File: src/rtl/kdlpr_pkg.sv
`timescale 1ns / 1ps
`default_nettype none
// -----------------------------------------------------------------------------
// kdlpr_pkg: shared types and constants of the key debounce block
// Request and response payloads, configuration image, event codes and
// per-key phase encoding.
// -----------------------------------------------------------------------------
package kdlpr_pkg;

   localparam int KEY_W       = 3;
   localparam int TICK_W      = 16;
   localparam int MASK_W      = 8;
   localparam int CSR_INDEX_W = 4;
   localparam int CSR_DATA_W  = 16;

   // Reset values of the duration and polarity registers.
   localparam logic [TICK_W-1:0] DEBOUNCE_RESET   = 16'd20;
   localparam logic [TICK_W-1:0] LONG_PRESS_RESET = 16'd800;
   localparam logic [TICK_W-1:0] REPEAT_RESET     = 16'd150;
   localparam logic [MASK_W-1:0] MASK_RESET       = 8'h01;

   // Register indexes of the configuration port.
   localparam logic [CSR_INDEX_W-1:0] CSR_DEBOUNCE    = 4'd0;
   localparam logic [CSR_INDEX_W-1:0] CSR_LONG_PRESS  = 4'd1;
   localparam logic [CSR_INDEX_W-1:0] CSR_REPEAT      = 4'd2;
   localparam logic [CSR_INDEX_W-1:0] CSR_ACTIVE_MASK = 4'd3;

   typedef enum logic [2:0] {
      EV_NONE         = 3'd0,
      EV_PRESS        = 3'd1,
      EV_RELEASE      = 3'd2,
      EV_LONG         = 3'd3,
      EV_REPEAT       = 3'd4,
      EV_LONG_RELEASE = 3'd5
   } event_type;

   typedef enum logic [3:0] {
      PH_WAIT     = 4'b0001,
      PH_DEBOUNCE = 4'b0010,
      PH_HELD     = 4'b0100,
      PH_LONG     = 4'b1000
   } phase_type;

   typedef struct packed {
      logic [KEY_W-1:0] key_index;
      logic             raw_level;
   } req_type;

   typedef struct packed {
      logic [KEY_W-1:0] key_number;
      logic [2:0]       event_code;
      logic [2:0]       held_status;
      logic             pressed_level;
   } rsp_type;

   typedef struct packed {
      logic [TICK_W-1:0] debounce_ticks;
      logic [TICK_W-1:0] long_press_ticks;
      logic [TICK_W-1:0] repeat_ticks;
      logic [MASK_W-1:0] active_high_mask;
   } cfg_type;

endpackage
`default_nettype wire

File: src/rtl/kdlpr_csr.sv
`timescale 1ns / 1ps
`default_nettype none
// -----------------------------------------------------------------------------
// kdlpr_csr: configuration registers
// Holds the three duration registers and the polarity mask; writes to an
// index beyond the register list are dropped.
// -----------------------------------------------------------------------------
module kdlpr_csr (
   input  wire logic                                 clock,
   input  wire logic                                 reset,
   input  wire logic                                 csr_valid,
   output      logic                                 csr_ready,
   input  wire logic [kdlpr_pkg::CSR_INDEX_W-1:0]    csr_index,
   input  wire logic [kdlpr_pkg::CSR_DATA_W-1:0]     csr_wdata,
   output      kdlpr_pkg::cfg_type                   cfg
);
   import kdlpr_pkg::*;

   cfg_type cfg_ff;
   cfg_type cfg_in;
   logic    write_en;

   assign csr_ready = 1'b1;
   assign write_en  = csr_valid && csr_ready;

   always_comb begin
      cfg_in = cfg_ff;
      if (write_en) begin
         case (csr_index)
            CSR_DEBOUNCE:    cfg_in.debounce_ticks   = csr_wdata[TICK_W-1:0];
            CSR_LONG_PRESS:  cfg_in.long_press_ticks = csr_wdata[TICK_W-1:0];
            CSR_REPEAT:      cfg_in.repeat_ticks     = csr_wdata[TICK_W-1:0];
            CSR_ACTIVE_MASK: cfg_in.active_high_mask = csr_wdata[MASK_W-1:0];
            default:         cfg_in = cfg_ff;
         endcase
      end
   end

   always_ff @(posedge clock) begin
      if (reset) begin
         cfg_ff.debounce_ticks   <= DEBOUNCE_RESET;
         cfg_ff.long_press_ticks <= LONG_PRESS_RESET;
         cfg_ff.repeat_ticks     <= REPEAT_RESET;
         cfg_ff.active_high_mask <= MASK_RESET;
      end else begin
         cfg_ff <= cfg_in;
      end
   end

   assign cfg = cfg_ff;

endmodule
`default_nettype wire

File: src/rtl/kdlpr_step.sv
`timescale 1ns / 1ps
`default_nettype none
// -----------------------------------------------------------------------------
// kdlpr_step: per-key phase update
// Next phase, countdown and last event of one key for one pressed sample.
// -----------------------------------------------------------------------------
module kdlpr_step #(
   parameter int COUNT_WIDTH = 16
) (
   input  wire kdlpr_pkg::phase_type      phase,
   input  wire logic [COUNT_WIDTH-1:0]    count,
   input  wire kdlpr_pkg::event_type      last_event,
   input  wire logic                      pressed,
   input  wire kdlpr_pkg::cfg_type        cfg,
   output      kdlpr_pkg::phase_type      phase_next,
   output      logic [COUNT_WIDTH-1:0]    count_next,
   output      kdlpr_pkg::event_type      last_next,
   output      kdlpr_pkg::event_type      event_now
);
   import kdlpr_pkg::*;

   localparam int LOAD_W = (COUNT_WIDTH > TICK_W) ? COUNT_WIDTH : TICK_W;
   localparam logic [LOAD_W-1:0] COUNT_MAX = LOAD_W'({COUNT_WIDTH{1'b1}});

   logic [COUNT_WIDTH-1:0] load_debounce;
   logic [COUNT_WIDTH-1:0] load_long;
   logic [COUNT_WIDTH-1:0] load_repeat;
   logic                   expired;
   logic [COUNT_WIDTH-1:0] count_dec;

   // Durations wider than the counter saturate at its maximum.
   function automatic logic [COUNT_WIDTH-1:0] sat_load(input logic [TICK_W-1:0] ticks);
      logic [LOAD_W-1:0] wide;
      wide = LOAD_W'(ticks);
      if (wide > COUNT_MAX) begin
         wide = COUNT_MAX;
      end
      return wide[COUNT_WIDTH-1:0];
   endfunction

   assign load_debounce = sat_load(cfg.debounce_ticks);
   assign load_long     = sat_load(cfg.long_press_ticks);
   assign load_repeat   = sat_load(cfg.repeat_ticks);

   // A countdown of one or zero expires on this tick.
   assign expired   = (count <= COUNT_WIDTH'(1));
   assign count_dec = count - COUNT_WIDTH'(1);

   always_comb begin
      phase_next = phase;
      count_next = count;
      event_now  = EV_NONE;
      case (phase)
         PH_WAIT: begin
            if (pressed) begin
               phase_next = PH_DEBOUNCE;
               count_next = load_debounce;
            end
         end
         PH_DEBOUNCE: begin
            if (!pressed) begin
               phase_next = PH_WAIT;
               count_next = load_debounce;
            end else if (expired) begin
               event_now  = EV_PRESS;
               phase_next = PH_HELD;
               count_next = load_long;
            end else begin
               count_next = count_dec;
            end
         end
         PH_HELD: begin
            if (!pressed) begin
               event_now  = EV_RELEASE;
               phase_next = PH_WAIT;
               count_next = load_debounce;
            end else if (expired) begin
               event_now  = EV_LONG;
               phase_next = PH_LONG;
               count_next = load_repeat;
            end else begin
               count_next = count_dec;
            end
         end
         PH_LONG: begin
            if (!pressed) begin
               event_now  = EV_LONG_RELEASE;
               phase_next = PH_WAIT;
               count_next = load_debounce;
            end else if (expired) begin
               event_now  = EV_REPEAT;
               count_next = load_repeat;
            end else begin
               count_next = count_dec;
            end
         end
         default: begin
            phase_next = PH_WAIT;
            count_next = load_debounce;
         end
      endcase
   end

   assign last_next = (event_now != EV_NONE) ? event_now : last_event;

endmodule
`default_nettype wire

File: src/rtl/key_debounce_long_press_repeat.sv
`timescale 1ns / 1ps
`default_nettype none
// -----------------------------------------------------------------------------
// key_debounce_long_press_repeat: debounced keys with long press and repeat
// Scan ticks for up to eight keys come in one at a time; each tick yields
// one response with the event, the last recorded event and the level.
// -----------------------------------------------------------------------------
//
//   Channel   Ports                            Direction  Moves
//   request   req_valid req_stall req_data     in         one scan tick
//   response  rsp_valid rsp_stall rsp_data     out        one event record
//   config    csr_valid csr_ready csr_index    in         one register write
//             csr_wdata
//
// One request is taken every cycle unless req_stall is high. A request
// passes the request register, which feeds the per-key read-modify-write,
// and the response register, which holds the result. The key state is
// written in the same edge that loads the response, so back-to-back ticks
// for one key see each other's updates. Reset is synchronous and puts
// every key in the wait phase with the reset debounce count; configuration
// is usable at once. A stalled response holds the response register and a
// full request register, and req_stall rises only while both are full.
//
module key_debounce_long_press_repeat #(
   parameter int NUM_KEYS    = 8,
   parameter int COUNT_WIDTH = 16
) (
   input  wire logic                                clock,
   input  wire logic                                reset,
   input  wire logic                                req_valid,
   output      logic                                req_stall,
   input  wire kdlpr_pkg::req_type                  req_data,
   output      logic                                rsp_valid,
   input  wire logic                                rsp_stall,
   output      kdlpr_pkg::rsp_type                  rsp_data,
   input  wire logic                                csr_valid,
   output      logic                                csr_ready,
   input  wire logic [kdlpr_pkg::CSR_INDEX_W-1:0]   csr_index,
   input  wire logic [kdlpr_pkg::CSR_DATA_W-1:0]    csr_wdata
);
   import kdlpr_pkg::*;

   // Only eight keys can be addressed by the request, so no more state is kept.
   localparam int KEYS      = (NUM_KEYS < (1 << KEY_W)) ? NUM_KEYS : (1 << KEY_W);
   localparam int KEY_IDX_W = (KEYS > 1) ? $clog2(KEYS) : 1;

   cfg_type cfg;

   // Request register.
   logic    in_valid_ff;
   req_type in_data_ff;

   // Response register.
   logic    rsp_valid_ff;
   rsp_type rsp_data_ff;
   rsp_type rsp_in;

   // Per-key state.
   phase_type              phase_ff [KEYS];
   logic [COUNT_WIDTH-1:0] count_ff [KEYS];
   event_type              last_ff  [KEYS];

   logic                   out_free;
   logic                   advance;
   logic                   in_range;
   logic [KEY_IDX_W-1:0]   key_idx;
   logic                   pressed;
   phase_type              phase_in;
   logic [COUNT_WIDTH-1:0] count_in;
   event_type              last_in;
   event_type              event_now;

   kdlpr_csr u_csr (
      .clock     (clock),
      .reset     (reset),
      .csr_valid (csr_valid),
      .csr_ready (csr_ready),
      .csr_index (csr_index),
      .csr_wdata (csr_wdata),
      .cfg       (cfg)
   );

   // The response register can take a new result when empty or being drained.
   assign out_free  = !rsp_valid_ff || !rsp_stall;
   assign advance   = in_valid_ff && out_free;
   assign req_stall = in_valid_ff && !out_free;

   always_ff @(posedge clock) begin
      if (reset) begin
         in_valid_ff <= 1'b0;
      end else if (!req_stall) begin
         in_valid_ff <= req_valid;
      end
   end

   always_ff @(posedge clock) begin
      if (req_valid && !req_stall) begin
         in_data_ff <= req_data;
      end
   end

   // Keys beyond the configured count leave all state alone and report zeros apart from the key number.
   assign in_range = ({1'b0, in_data_ff.key_index} < (KEY_W + 1)'(KEYS));
   assign key_idx  = in_range ? in_data_ff.key_index[KEY_IDX_W-1:0] : '0;

   // The polarity bit turns the raw pin level into an active-high press.
   assign pressed = in_data_ff.raw_level == cfg.active_high_mask[in_data_ff.key_index];

   kdlpr_step #(
      .COUNT_WIDTH (COUNT_WIDTH)
   ) u_step (
      .phase      (phase_ff[key_idx]),
      .count      (count_ff[key_idx]),
      .last_event (last_ff[key_idx]),
      .pressed    (pressed),
      .cfg        (cfg),
      .phase_next (phase_in),
      .count_next (count_in),
      .last_next  (last_in),
      .event_now  (event_now)
   );

   always_ff @(posedge clock) begin
      if (reset) begin
         for (int k = 0; k < KEYS; k++) begin
            phase_ff[k] <= PH_WAIT;
            count_ff[k] <= COUNT_WIDTH'(DEBOUNCE_RESET);
            last_ff[k]  <= EV_NONE;
         end
      end else if (advance && in_range) begin
         phase_ff[key_idx] <= phase_in;
         count_ff[key_idx] <= count_in;
         last_ff[key_idx]  <= last_in;
      end
   end

   always_comb begin
      rsp_in.key_number    = in_data_ff.key_index;
      rsp_in.event_code    = EV_NONE;
      rsp_in.held_status   = EV_NONE;
      rsp_in.pressed_level = 1'b0;
      if (in_range) begin
         rsp_in.event_code    = event_now;
         rsp_in.held_status   = last_in;
         rsp_in.pressed_level = pressed;
      end
   end

   always_ff @(posedge clock) begin
      if (reset) begin
         rsp_valid_ff <= 1'b0;
      end else if (out_free) begin
         rsp_valid_ff <= in_valid_ff;
      end
   end

   always_ff @(posedge clock) begin
      if (advance) begin
         rsp_data_ff <= rsp_in;
      end
   end

   assign rsp_valid = rsp_valid_ff;
   assign rsp_data  = rsp_data_ff;

endmodule
`default_nettype wire

File: config.mk
export PLATFORM = sky130hd
export DESIGN_NAME = key_debounce_long_press_repeat
export DESIGN_NICKNAME = d
export VERILOG_FILES = /design/src/rtl/kdlpr_pkg.sv /design/src/rtl/kdlpr_csr.sv /design/src/rtl/kdlpr_step.sv /design/src/rtl/key_debounce_long_press_repeat.sv
export SDC_FILE = /design/constraint.sdc
export NUM_CORES = 1
export LEC_CHECK = 0
export BUFFER_PORTS_ARGS = -buffer_cell sky130_fd_sc_hd__buf_2
export CAP_MARGIN = 0
export CELL_PAD_IN_SITES_DETAIL_PLACEMENT = 1
export CELL_PAD_IN_SITES_GLOBAL_PLACEMENT = 2
export CORE_MARGIN = 2
export CORE_UTILIZATION = 48
export DETAILED_ROUTE_END_ITERATION = 10
export PLACE_DENSITY_LB_ADDON = 0.1
export SYNTH_ARGS = -nofsm -noshare
export SYNTH_HDL_FRONTEND = slang
export SYNTH_HIERARCHICAL = 1
export SYNTH_SLANG_ARGS = --single-unit
File: constraint.sdc
create_clock -name clock -period 6.1 [get_ports clock]
set_input_delay 0.305 -clock clock [delete_from_list [all_inputs] [get_ports clock]]
set_output_delay 0.305 -clock clock [all_outputs]
set_load 0.005 [all_outputs]
==> metrics.md <==
| Metric | Value |
|---|---|
| Status | completed |
| Hold path depth | 3 |
| RSZ-0062 raised after global routing | false |
| Clock Skews | approximately 0.0085 ns |
| Length in cells of the worst reg-to-reg path | 10 |
| Fin crit share | a little under 80% |
| Top-count cell post-synth | edfxtp_1 |
| Hold Path End | in_valid_ff$_SDFFE_PP0N_ |
| Setup CP Type | reg -> reg |
| Worst hold slack | between 0.02 and 0.03 ns |
| # setup viols final | 0 |
| Flops & latches, synth | 259 |
| Sink Count | between 200 and 300 |
| Mapped Area | approximately 13,000 um2 |
| F_max | 211.5 MHz |
| Distinct cells, synth | 71 |
| Fin Setup TNS | 0 ns |
| Critical-path cell list | buf_4, mux4_2, mux2_2, nor4_1, nand4_2, nor2_1, nor3_1, o41ai_1, nand3_1, or3_1 |
| Total Wirelength | ~34 mm |
| Initial Util | about half |
| CTS buffer count | 27 |
| Min Tclk post-route | 4.728 ns |
| Worst Hold Launch | req_valid |
| Final hold vios | 0 |
| Leakage | 0.005085 uW |
| Worst hold-check path type | in -> reg |
| Post-synth top area cell | edfxtp_1 |
| Aggregate global routing overflow | 0 |
| Core box area | 25,980 um2 |
| Final Wtd Congestion | roughly 0.9 |
| Worst EP required | between 6 and 7 ns |
| Leading post-synthesis cells by cell area | edfxtp_1 47%, dfxtp_1 9.6%, mux4_2 8.2%, and2_1 8.0%, mux2i_1 4.8% |
| ANT cells | 0 |
| Pwr dens | 284.1 nW/um2 |
| Vias in the first global route | about 8,700 |
| Worst-Margin Slew | 1.098 ns |
| Seq/Total Area, Yosys | 56.60% |
| Worst-path fanout max | 20 |
| Primary FF master, synth | edfxtp_1 |
| DR pass1 iterations | 4 |
| Die Ht | ~170 um |
| FFs w/ async S/R, synth | 0% |
| Total power | 3988 uW |
| Layout cells sized above 1 | around 20% |
| CTS root buf | clkbuf_16 |
| Critical Path AT | ~5 ns |
| Syn nets | 1,007 |
| Vias/cell | 5.898 |
| Worst-Skew Late Latency | 0.53 ns |
| Slew Viols, Final | 0 |
| Synth Area per Inst | about 13 um2 |
| Max incr delay on CP | 0.82 ns |
| Post-synth EDFFs | 198 |
| Post-CTS Resized | 0 |
| Commonest cells in the netlist | 198 x edfxtp_1, 161 x and2_1, 68 x nand2b_1 |
| Worst r2r dst | count_ff[7][2]$_SDFFCE_PN1P_ |
| Clock Path Buffers | 3 |
| Max Cap Viol | 0 |
| Initial antenna violation count | 0 |
| CP Launch Type | register |
| CTS tree | built |
| Yosys warns | 6 |
| Rel. slew slack | 26.21% |
| Via count | 8,009 |
| Worst-path clk slew | roughly 0.060 ns |
| Avg WL per Cell | 25.11 um |
| Net count, final | 1,034 |
| Crit end category | register |
| Top-Level Pins | 42 |
| Post-route ant nets | 0 |
| Area Growth Syn to Fin | 10.84% |
| Pin count of the biggest net entering global routing | 91 |
| Total track usage | 24.91% |
| Chip width | around 170 um |
| Gate count after technology mapping | between 900 and 1,000 |
| Post-route DRC | 0 |
| PortBufs | 40 |
| FP Rows | 59 |
| Top-area cell type share of the netlist area | 46.95% |
| Initial DRC count | 609 |
| H-tree levels | 1 |
| R2R Setup Slk | 1.37 ns |
| First-pass GRT wire length | 52.79 mm |
| Critical path's slowest cell | dfxtp_2 |
| Worst vdd ir | 0.1920 mV |
| Detail Placement HPWL | 21.88 mm |
| Die area | 27,700 um2 |
[through the flow]
step                util [%]  area (um2)  setup WS, ns  instances
global placement       50.52       13130         1.449       1303
floorplan                  -       12660         2.374        976
global route           54.02       14040        0.9494       1358
CTS                    54.02       14040         1.271       1358
detailed placement     50.52       13130         1.352       1303
finish                 54.02       14040         1.372       1358
[sequential cells by signal, summed over array words and instances, names as in the netlist, named ones only]
| signal | flops |
|---|---|
| in_valid_ff | 1 |
| last_ff | 24 |
| key_idx | 3 |
| rsp_valid | 1 |
| phase_ff | 32 |
| in_data_ff | 1 |
| rsp_data | 10 |
| u_csr/cfg | 56 |
| count_ff | 128 |
[cell usage in the layout (no fill, tap or decap), drive strengths merged, types with 4 or more instances in the layout]
| master | count |
|---|---|
| or2b | 4 |
| xnor2 | 9 |
| nor3 | 16 |
| a221o | 7 |
| mux4 | 46 |
| dfxtp | 61 |
| nand2 | 28 |
| buf | 56 |
| mux2 | 28 |
| nand3b | 4 |
| or2 | 9 |
| edfxtp | 198 |
| a211oi | 4 |
| xor2 | 6 |
| nand4 | 6 |
| clkbuf | 36 |
| nand2b | 68 |
| nor2 | 56 |
| a31oi | 4 |
| nor4b | 4 |
| o211ai | 4 |
| o31ai | 5 |
| inv | 10 |
| a21oi | 16 |
| o22ai | 4 |
| or3 | 19 |
| nand3 | 7 |
| mux2i | 61 |
| a22oi | 10 |
| clkinv | 9 |
| o21ai | 18 |
| and2 | 162 |
| dlygate4sd3 | 6 |
[critical path, delay by kind of cell (launching register included)]
family	cells	cell delay (ns)
compound gates	1	0.27
buf+inv	1	0.31
simple gates	6	2.21
flops	1	0.82
mux	2	0.83
[how the worst max path moves through the flow]
stage	from	endpoint	slack [ns]
3_3_place_gp	register	count_ff[3][2]$_SDFFCE_PN1P_	1.45
3_5_place_dp	register	count_ff[7][2]$_SDFFCE_PN1P_	1.35
6_report	register	count_ff[7][2]$_SDFFCE_PN1P_	1.37
2_1_floorplan	register	count_ff[6][4]$_SDFFCE_PN1P_	2.37
5_1_grt	register	count_ff[2][2]$_SDFFCE_PN1P_	0.95
4_1_cts	register	count_ff[7][2]$_SDFFCE_PN1P_	1.27
[layout make-up]
type                       instances  area (um2)
sequential                       259        7169
clock inverter                    13       90.09
fill                            2617       11950
inverter                          10       37.54
tap                              335       419.2
multi-input combinational        643        5167
timing repair buffer              62       392.9
clock buffer                      36       759.5
[power breakdown]
part | internal, uW | total (uW) | switching [uW]
registers | 1950 | 1990 | 36.8
logic | 156 | 416 | 260
clock network | 911 | 1590 | 674
[cells by family (layout without fill, tap and decap cells)]
family / Yosys count / count (layout) / share of synthesized area [%]
other: 1 / 1 / 0.02961
and+or+nand+nor: 399 / 399 / 18.85
DFF: 259 / 259 / 56.60
xor gates and xnor gates: 15 / 15 / 1.037
buffers and inverters: 74 / 121 / 2.846
AOI/OAI and AO/OA: 91 / 91 / 4.950
muxes: 135 / 135 / 15.49
adders and majority gates: 2 / 2 / 0.1976
[layer usage]
layer / vias up / wire length, um / global-route usage (%)
li1: 3622 / - / -
met2: 225 / 16820 / 42.69
met3: 30 / 1700 / 3.232
met5: - / 0 / 0
met4: 0 / 493 / 5.135
met1: 4132 / 15080 / 34.36
[timing repair]
action | 4_1_cts | 5_1_grt
hold endpoints to repair | 6 | 0
hold buffers | 6 | 0
setup buffers | 0 | 0
Power figures use the tool's default switching activity.
